`src/lzbd_pkg.sv`:
```
// shared types and constants of the lz block decompressor
package lzbd_pkg;

	localparam int unsigned OUT_ADDR_BITS = 16;
	localparam int unsigned TABLE_ENTRIES = 52;
	localparam int unsigned TAB_IDX_BITS  = 6;
	localparam int unsigned TAB_BASE_BITS = 21;

	localparam logic [7:0] CHECK_SUB  = 8'hAC;
	localparam logic [7:0] CHECK_INIT = 8'h80;
	localparam logic [7:0] CHECK_GOOD = 8'hFF;

	typedef enum logic [1:0] {
		OP_FEED    = 2'd0,
		OP_READ    = 2'd1,
		OP_RESTART = 2'd2,
		OP_NONE    = 2'd3
	} op_t;

	typedef enum logic [2:0] {
		ST_ACCEPTED = 3'd0,
		ST_FINISHED = 3'd1,
		ST_FORMAT   = 3'd2,
		ST_TRUNC    = 3'd3,
		ST_CHECKSUM = 3'd4
	} status_t;

	typedef enum logic [3:0] {
		PH_CHECK = 4'd0,
		PH_ADDR  = 4'd1,
		PH_COUNT = 4'd2,
		PH_LASTF = 4'd3,
		PH_COMPF = 4'd4,
		PH_PFX   = 4'd5,
		PH_TAB   = 4'd6,
		PH_SYM   = 4'd7,
		PH_RUN   = 4'd8,
		PH_LEN   = 4'd9,
		PH_OSLOT = 4'd10,
		PH_OBITS = 4'd11,
		PH_LIT   = 4'd12,
		PH_DONE  = 4'd13,
		PH_ERR   = 4'd14
	} phase_t;

	typedef struct packed {
		logic take;
		logic step;
		logic lit_rd;
		logic lit_wr;
		logic cp_rd;
		logic cp_wr;
		logic resp;
		logic clr;
	} cmd_t;

	typedef struct packed {
		logic is_lit;
		logic over;
		logic done;
		logic copy_go;
		logic copy_more;
		logic clr_last;
		logic out_free;
	} sts_t;

endpackage

```
`src/lzbd_ctrl.sv`:
```
// controller: sequences intake, bit steps, store accesses and results
module lzbd_ctrl (
	input  logic           clk,
	input  logic           arst_n,
	input  logic           valid,
	input  logic [1:0]     operation,
	output logic           ready,
	output lzbd_pkg::cmd_t cmd,
	input  lzbd_pkg::sts_t sts
);
	import lzbd_pkg::*;

	typedef enum logic [7:0] {
		S_IDLE  = 8'b0000_0001,
		S_STEP  = 8'b0000_0010,
		S_LITRD = 8'b0000_0100,
		S_LITWR = 8'b0000_1000,
		S_CPRD  = 8'b0001_0000,
		S_CPWR  = 8'b0010_0000,
		S_RESP  = 8'b0100_0000,
		S_CLEAR = 8'b1000_0000
	} state_t;

	state_t state_q, state_d;
	logic   restart_q;

	assign ready = (state_q == S_IDLE);

	always_comb begin
		state_d = state_q;
		cmd = '0;
		unique case (state_q)
			S_IDLE: begin
				if (valid) begin
					cmd.take = 1'b1;
					if (operation == OP_FEED && !sts.over)
						state_d = sts.is_lit ? S_LITRD : S_STEP;
					else
						state_d = S_RESP;
				end
			end
			S_STEP: begin
				cmd.step = 1'b1;
				if (sts.done) state_d = S_RESP;
				else if (sts.copy_go) state_d = S_CPRD;
			end
			S_LITRD: begin
				cmd.lit_rd = 1'b1;
				state_d = S_LITWR;
			end
			S_LITWR: begin
				cmd.lit_wr = 1'b1;
				state_d = S_STEP;
			end
			S_CPRD: begin
				cmd.cp_rd = 1'b1;
				state_d = S_CPWR;
			end
			S_CPWR: begin
				cmd.cp_wr = 1'b1;
				state_d = sts.copy_more ? S_CPRD : S_STEP;
			end
			S_RESP: begin
				if (sts.out_free) begin
					cmd.resp = 1'b1;
					state_d = restart_q ? S_CLEAR : S_IDLE;
				end
			end
			S_CLEAR: begin
				cmd.clr = 1'b1;
				if (sts.clr_last) state_d = S_IDLE;
			end
			default: state_d = S_IDLE;
		endcase
	end

	always_ff @(posedge clk or negedge arst_n) begin
		if (!arst_n) begin
			state_q <= S_CLEAR;
			restart_q <= 1'b0;
		end else begin
			state_q <= state_d;
			if (cmd.take) restart_q <= (operation == OP_RESTART);
		end
	end

	a_cpwr_after_cprd: assert property (@(posedge clk) disable iff (!arst_n)
		state_q == S_CPWR |-> $past(state_q == S_CPRD))
		else $error("copy write without read");
	a_litwr_after_litrd: assert property (@(posedge clk) disable iff (!arst_n)
		state_q == S_LITWR |-> $past(state_q == S_LITRD))
		else $error("literal write without read");
	a_resp_free: assert property (@(posedge clk) disable iff (!arst_n)
		cmd.resp |-> sts.out_free)
		else $error("result loaded over a pending one");
	a_clear_no_take: assert property (@(posedge clk) disable iff (!arst_n)
		state_q == S_CLEAR |-> !cmd.take && !cmd.step)
		else $error("item taken during clearing pass");

endmodule

```
`config.mk`:
```
export PLATFORM = sky130hd
export DESIGN_NAME = lzbd_ctrl
export DESIGN_NICKNAME = d
export VERILOG_FILES = /design/src/lzbd_pkg.sv /design/src/lzbd_ctrl.sv
export SDC_FILE = /design/constraint.sdc
export NUM_CORES = 1
export LEC_CHECK = 0
export BUFFER_PORTS_ARGS = -buffer_cell sky130_fd_sc_hd__buf_4
export CAP_MARGIN = 20
export CORE_UTILIZATION = 43
export DETAILED_ROUTE_END_ITERATION = 12
export PLACE_DENSITY = 0.81
export SETUP_SLACK_MARGIN = 0.1
export SKIP_CTS_REPAIR_TIMING = 1
export SLEW_MARGIN = 20
export SYNTH_ARGS = -nofsm -noshare
export SYNTH_HDL_FRONTEND = slang
export SYNTH_SLANG_ARGS = --single-unit
export TNS_END_PERCENT = 1
```
`constraint.sdc`:
```
create_clock -name clk -period 1.7 [get_ports clk]
set_clock_uncertainty 0.15 [all_clocks]
set_input_delay 0.425 -clock clk [delete_from_list [all_inputs] [get_ports clk]]
set_output_delay 0.425 -clock clk [all_outputs]
set_load 0.05 [all_outputs]
```
== Word level (Yosys, flattened, before mapping) ==
Cells that the tools add are included.

* Multipliers: 0
* Div/mod/pow operators: 0
* Order comparisons: 0
* $add $sub $neg: 0
* Multiplexer cells: 20
* Bitwise gates (word level): 0
* Eq/ne operators: 13
* Shift-type cells: 0
* Reduce and logical (&&, ||, !) cells: 4

{| class="wikitable"
|+ Operators by type and width
! kind !! number
|-
| 8-bit one-hot mux with 8 select lines || 1
|-
| 8-bit two-way mux || 6
|-
| 1-bit two-way mux || 10
|-
| 8-bit by 1-bit == test with 1-bit output (second input constant) || 1
|-
| 8-bit by 2-bit == test with 1-bit output (second input constant) || 1
|-
| 8-bit by 3-bit == test with 1-bit output (second input constant) || 1
|-
| 8-bit by 4-bit == test with 1-bit output (second input constant) || 1
|-
| 8-bit by 5-bit == test with 1-bit output (second input constant) || 1
|-
| 8-bit by 6-bit == test with 1-bit output (second input constant) || 1
|-
| 8-bit by 7-bit == test with 1-bit output (second input constant) || 1
|-
| 8-bit == test (second input constant) || 1
|-
| 7-bit two-way mux || 1
|-
| 2-bit inequality test (second input constant) || 3
|-
| 5-bit two-way mux || 1
|-
| 4-bit AND reduction || 1
|-
| 3-bit two-way mux || 1
|-
| 3-bit inequality test (second input constant) || 1
|-
| 2-bit == test (second input constant) || 1
|-
| 2-bit logical NOT || 1
|-
| 1-bit logical AND || 1
|-
| 1-bit logical NOT || 1
|}

* Register bits after elaboration: 9
* Output and inout port bits: 9
* Memory bits (writable): 0
* Memories: 0
* Memory bits (read-only): 0
* Word-level logic and storage cells: 39
* Latch bits: 0
* Input bits: 12

== Logic depth before layout (Yosys ltp) ==
Gate-level depths: netlist (run 1).

* Depth in word-level cells: 5
* Mapped depth: 5
* Gate-level depth less buffers: 5

== Least setup slack after synthesis (run 1) ==
No wires, ideal clock.

* Kind: flip-flop to output port
* Start: register state_q[1]
* End: output port cmd[5] in the netlist's numbering
* Data required time: 1.125 ns
* Stages on the path, launching flop included: 4
* Arrival time: 2.071 ns
* Slack: -0.946 ns
* Path buffers: 0
* Cell sequence: dfrtp_1 -> nor4_4 -> nand2_1 -> nor3b_1

{| class="wikitable"
|+ RTL lines
! element !! line !! source
|-
| from (decl) || lzbd_ctrl.sv:24 || <nowiki>state_t state_q, state_d;</nowiki>
|-
| from (signal assigned) || lzbd_ctrl.sv:82 || <nowiki>state_q <= state_d;</nowiki>
|-
| to (decl) || lzbd_ctrl.sv:8 || <nowiki>output lzbd_pkg::cmd_t cmd,</nowiki>
|}

==> reports/metrics.yaml, run 1 <==
status: "finished, violations left"
violations: "setup timing"
ant_nets: 0
overflow: 0
ys_top_cells_by_area: "dfrtp_1 32%, nor4_4 6.7%, nor2_1 4.8%"
io_pins: 21
worst_slew_pin_slew_ns: 0.356
critPathMaxFanout: 4
hpwlAfterDp_um: 1440
finalWorstSetupSlack_ns: -0.601
min_path_type: "in2reg"
cap_viol_max_count: 0
cts_tree: "done"
syn-num-nets: 79
maxSlewViolCount: 0
drc: 0
synth_edf_count: 0
post-route-period-util_pct: 135
synthArstFlopShare_pct: 100
dr.first_iter.drc_count: 35
area_growth_pct: 72.5
ys_seq_area_share_pct: 35.8
clk_latency_ns: 0.28
die_w_um: 40.3
cts-root-buf: "clkbuf_4"
gp_congestion: 0.846
final_util_pct: 81.7
nets: 128
grt_use_total_pct: 24.5
path_class: "reg2out"
portBuffers: 20
p_total_mw: 1.48
drive_gt1_share_pct: 54.8
cts.sinks: 9
grt_max_degree: 10
p_leak_nw: 0.521
numCtsBuffers: 3
synth_top_cells_by_count: "8 x dfrtp_1, 8 x nor2_1, 5 x inv_1, 5 x nand3_1, 4 x nor3b_1"
vias: 757
arrival_ns: 1.73
antenna_found_initial: 0
r2r_cells: 6
die_area_sq_mm: 0.00163
wire_per_inst_um: 15.6
drtPass1Iterations: 4
fmax_mhz: 435
syn_avg_cell_area_sq_um: 9.43
fin_crit_ns: 2.30
viasPerCell: 5.82
yosysUniqueCellTypes: 30
grt_pass1_vias: 571
ys_ff_latch: 9
rsz0062_at_grt: "true"
setup_viol: 14
start_util_pct: 47.4
yosys.area.top_type_share_pct: 31.7
power_density_mw_per_mm2: 1360
synth-main-ff-cell: "dfrtp_1"
grt_pass1_wl_um: 2490
die_h_um: 40.3
vdd_ir_drop_max_uv: 1010
synth_top_area_cell: "dfrtp_1"
n_antenna_cell: 0
syn-instance-count: 67
hold_violations: 0
cp-start-kind: "flip-flop"
routed_wl_um: 2030
core_area_sq_mm: 0.00133
cp.required_ns: 1.12
num_rows: 13
synth_warnings: 0
clk_path_buf_depth: 2
relSlewSlack_pct: 76.1
clk_pin_slew_ns: 0.08
syn_area_sq_um: 632
cts_max_level: 1
hold_depth: 2
end_kind: "output pin"
[placed cells by master (no fill, tap or decap), types with 2 or more instances in the layout]
cell / instances
nand3_2: 2
dfrtp_1: 8
buf_6: 5
inv_1: 4
nor2b_1: 3
a21oi_2: 2
nor4_4: 2
nor2_1: 6
clkbuf_4: 3
xor2_1: 2
nand2_1: 2
nand2b_1: 2
nand4b_1: 3
and4b_2: 2
o211ai_1: 2
buf_8: 2
nor2_2: 2
nor3b_1: 3
buf_4: 36
nand3_1: 4
[flip-flops by register name, summed over array words and instances (netlist names)]
signal	cells
state_q	8
restart_q	1
[logic make-up after synthesis]
logic type	count (synthesis)	share of synthesized area, %
AND/OR/NAND/NOR	37	41.2
AO/OA/AOI/OAI	14	17.2
flip-flops	9	35.8
buffers and inverters	5	2.97
XOR/XNOR	2	2.77
[critical path, cell delays in order (launching register included)]
cell,delay [ns]
dfrtp_1,0.42
nor4_4,0.41
nand3_2,0.19
clkinvlp_4,0.13
and2_4,0.16
buf_8,0.14
[layer usage]
layer  vias up  track usage, %  part of all wire [%]
met5         -               0                     0
met4         0            10.0                   1.8
met3         6            5.00                   6.6
met2        45            41.7                    50
met1       355            29.8                    42
li1        351               -                     -
[per-stage QoR]
stage	std cells	hold WS, ns	TNS, ns	worst slack [ns]	instance area [sq um]
final	130	0.151	-4.90	-0.601	1090
after global routing	130	0.146	-5.89	-0.660	1090
after CTS	128	-0.184	-4.34	-0.554	1020
after detailed placement	124	0.109	-1.61	-0.250	993
after global placement	124	0.108	-1.32	-0.206	993
after floorplan	67	-0.0206	-3.04	-0.430	659
[power by group]
group	total [mW]	switching [mW]	internal (mW)	leakage [nW]
clock network	0.190	0.0986	0.0910	0.0150
logic	0.993	0.508	0.485	0.389
registers	0.297	0.0406	0.256	0.117
total	1.48	0.647	0.832	0.521
[worst paths after layout]
path,startpoint,endpoint,slack [ns]
worst min register to register,restart_q,state_q[7],0.41
worst max-delay path,state_q[6],cmd[7],-0.60
min in group asynchronous,arst_n,state_q[6],0.35
worst min-delay path,sts[1],state_q[7],0.15
worst max register to register,state_q[1],state_q[0],-0.09
max in group asynchronous,arst_n,state_q[7],0.83
[final cells by class]
type | instances | area [sq um]
sequential | 9 | 226
timing repair buffer | 44 | 367
tap | 15 | 18.8
clock buffer | 4 | 26.3
multi-input combinational | 53 | 429
fill | 89 | 244
inverter | 5 | 22.5
(Power assumes the default switching activity.)
==> run 2, diff against run 1 <==
Settings changed: CORE_UTILIZATION 43 to 46, CTS_BUF_LIST set to sky130_fd_sc_hd__clkbuf_2 sky130_fd_sc_hd__clkbuf_4 sky130_fd_sc_hd__clkbuf_8, GPL_TIMING_DRIVEN set to 0, PLACE_DENSITY 0.81 to 0.86.
==> reports/metrics.yaml, run 2 (synthesis results as in run 1) <==
clk_path_buf_depth: 2
hold_depth: 2
clk_pin_slew_ns: 0.07
nets: 109
hpwlAfterDp_um: 1260
arrival_ns: 1.78
grt_max_degree: 11
maxSlewViolCount: 0
grt_pass1_wl_um: 2640
grt_use_met1_pct: 31.1
cp-start-kind: "flip-flop"
reg_top3: "state_q: 8 flops, restart_q: 1 flops"
cts.sinks: 9
clk_latency_ns: 0.27
clockPowerShare_pct: 14.7
vdd_ir_drop_max_uv: 1170
relSlewSlack_pct: 74.1
pwr-share-seq_pct: 24.4
die_h_um: 39.1
stdcell_count: 110
hold_slack_ns: 0.171
p_leak_nw: 0.426
finalWorstSetupSlack_ns: -0.650
portBuffers: 20
cts_max_level: 1
gp_congestion: 0.792
area_growth_pct: 52.3
vias: 660
fmax_mhz: 425
n_antenna_cell: 0
grtUsageMet2_pct: 45.0
status: "finished, violations left"
hp-start: "sts[1]"
layout_commonest_cell: "buf_4"
reg2reg_slack_ns: -0.25
hold_violations: 0
internal-power_uw: 701
worstHoldEndpoint: "state_q[7]"
antenna_found_initial: 0
dr.first_iter.drc_count: 13
io_pins: 21
num-fill-cells: 78
end_kind: "output pin"
routed_wl_um: 1810
viasPerCell: 6.00
overflow: 0
start_util_pct: 53.3
fin_crit_ns: 2.35
num_rows: 12
post-route-period-util_pct: 138
path_class: "reg2out"
core_area_sq_mm: 0.00119
p_comb_share_pct: 60.9
netSwitchingFraction_pct: 45.5
p_sw_uw: 586
mostFrequentLayoutCells: "13 x buf_4, 10 x buf_6, 6 x dfrtp_1"
violations: "setup timing"
cp.required_ns: 1.12
die_w_um: 39.1
ant_nets: 0
r2r_cells: 5
power_density_mw_per_mm2: 1340
globalRouteMet3Util_pct: 10.4
grt_use_total_pct: 26.4
cap_viol_max_count: 0
drive_gt1_share_pct: 51.0
cts_tree: "done"
grt_pass1_vias: 604
place_ws_ns: -0.467
cts-root-buf: "clkbuf_4"
reg2reg_to: "state_q[0]"
grt.busiest_layer: "met2"
wire_per_inst_um: 16.4
multi_input_area_sq_um: 428
regMostFlops: "state_q"
rsz0062_at_grt: "true"
setup_viol: 13
largest_register_ffs: 8
min_path_type: "in2reg"
seq_area_sq_um: 229
critPathMaxFanout: 6
worst_slew_pin_slew_ns: 0.385
drc: 0
numCtsBuffers: 3
drtPass1Iterations: 4
timing.rr.start: "state_q[5]"
die_area_sq_mm: 0.00153
dp_cells: 101
run 2: cell count changes in the layout (fill, tap and decap cells not counted), sizes merged:
cell / delta
buf: -19
run 2: stage by stage:
stage	area (sq um)	TNS, ns	util [%]	power, mW
after floorplan	659	-3.04	-	0.780
after global placement	827	-3.00	69.7	0.922
after detailed placement	827	-3.48	69.7	0.939
after CTS	857	-6.27	72.3	1.13
after global routing	962	-6.17	81.1	1.35
final	962	-5.30	81.1	1.29
run 2: worst max path at each step:
stage | endpoint | slack (ns) | cells after the start | startpoint
2_1_floorplan | cmd[7] | -0.43 | 4 | state_q[6]
3_3_place_gp | cmd[7] | -0.45 | 5 | state_q[6]
3_5_place_dp | cmd[7] | -0.47 | 5 | state_q[6]
4_1_cts | cmd[7] | -0.77 | 5 | state_q[6]
5_1_grt | cmd[1] | -0.73 | 4 | state_q[5]
6_report | cmd[1] | -0.65 | 4 | state_q[5]
run 2: metal layers:
layer,vias up,share of wire (%)
met4,0,0
met2,27,54
li1,313,-
met3,0,5.0
met5,-,0
met1,320,41
run 2: area by class of cell:
cell class,count,area share [%]
multi-input combinational,53,44.5
timing repair buffer,25,24.4
sequential,9,23.8
clock buffer,4,3.12
inverter,5,2.34
tap,14,1.82
run 2: worst max-delay path, cell delays in order (launching register included):
cell      delay (ns)
dfrtp_2         0.46
nor4_4          0.44
nand4b_1        0.28
nor2_2          0.16
buf_6           0.17
run 2: power groups by stage:
stage	logic [mW]	registers, mW	clock network, mW
final	0.785	0.314	0.189
after global routing	0.831	0.321	0.202
after CTS	0.627	0.310	0.195
after detailed placement	0.624	0.315	0
after global placement	0.613	0.309	0
after floorplan	0.477	0.304	0
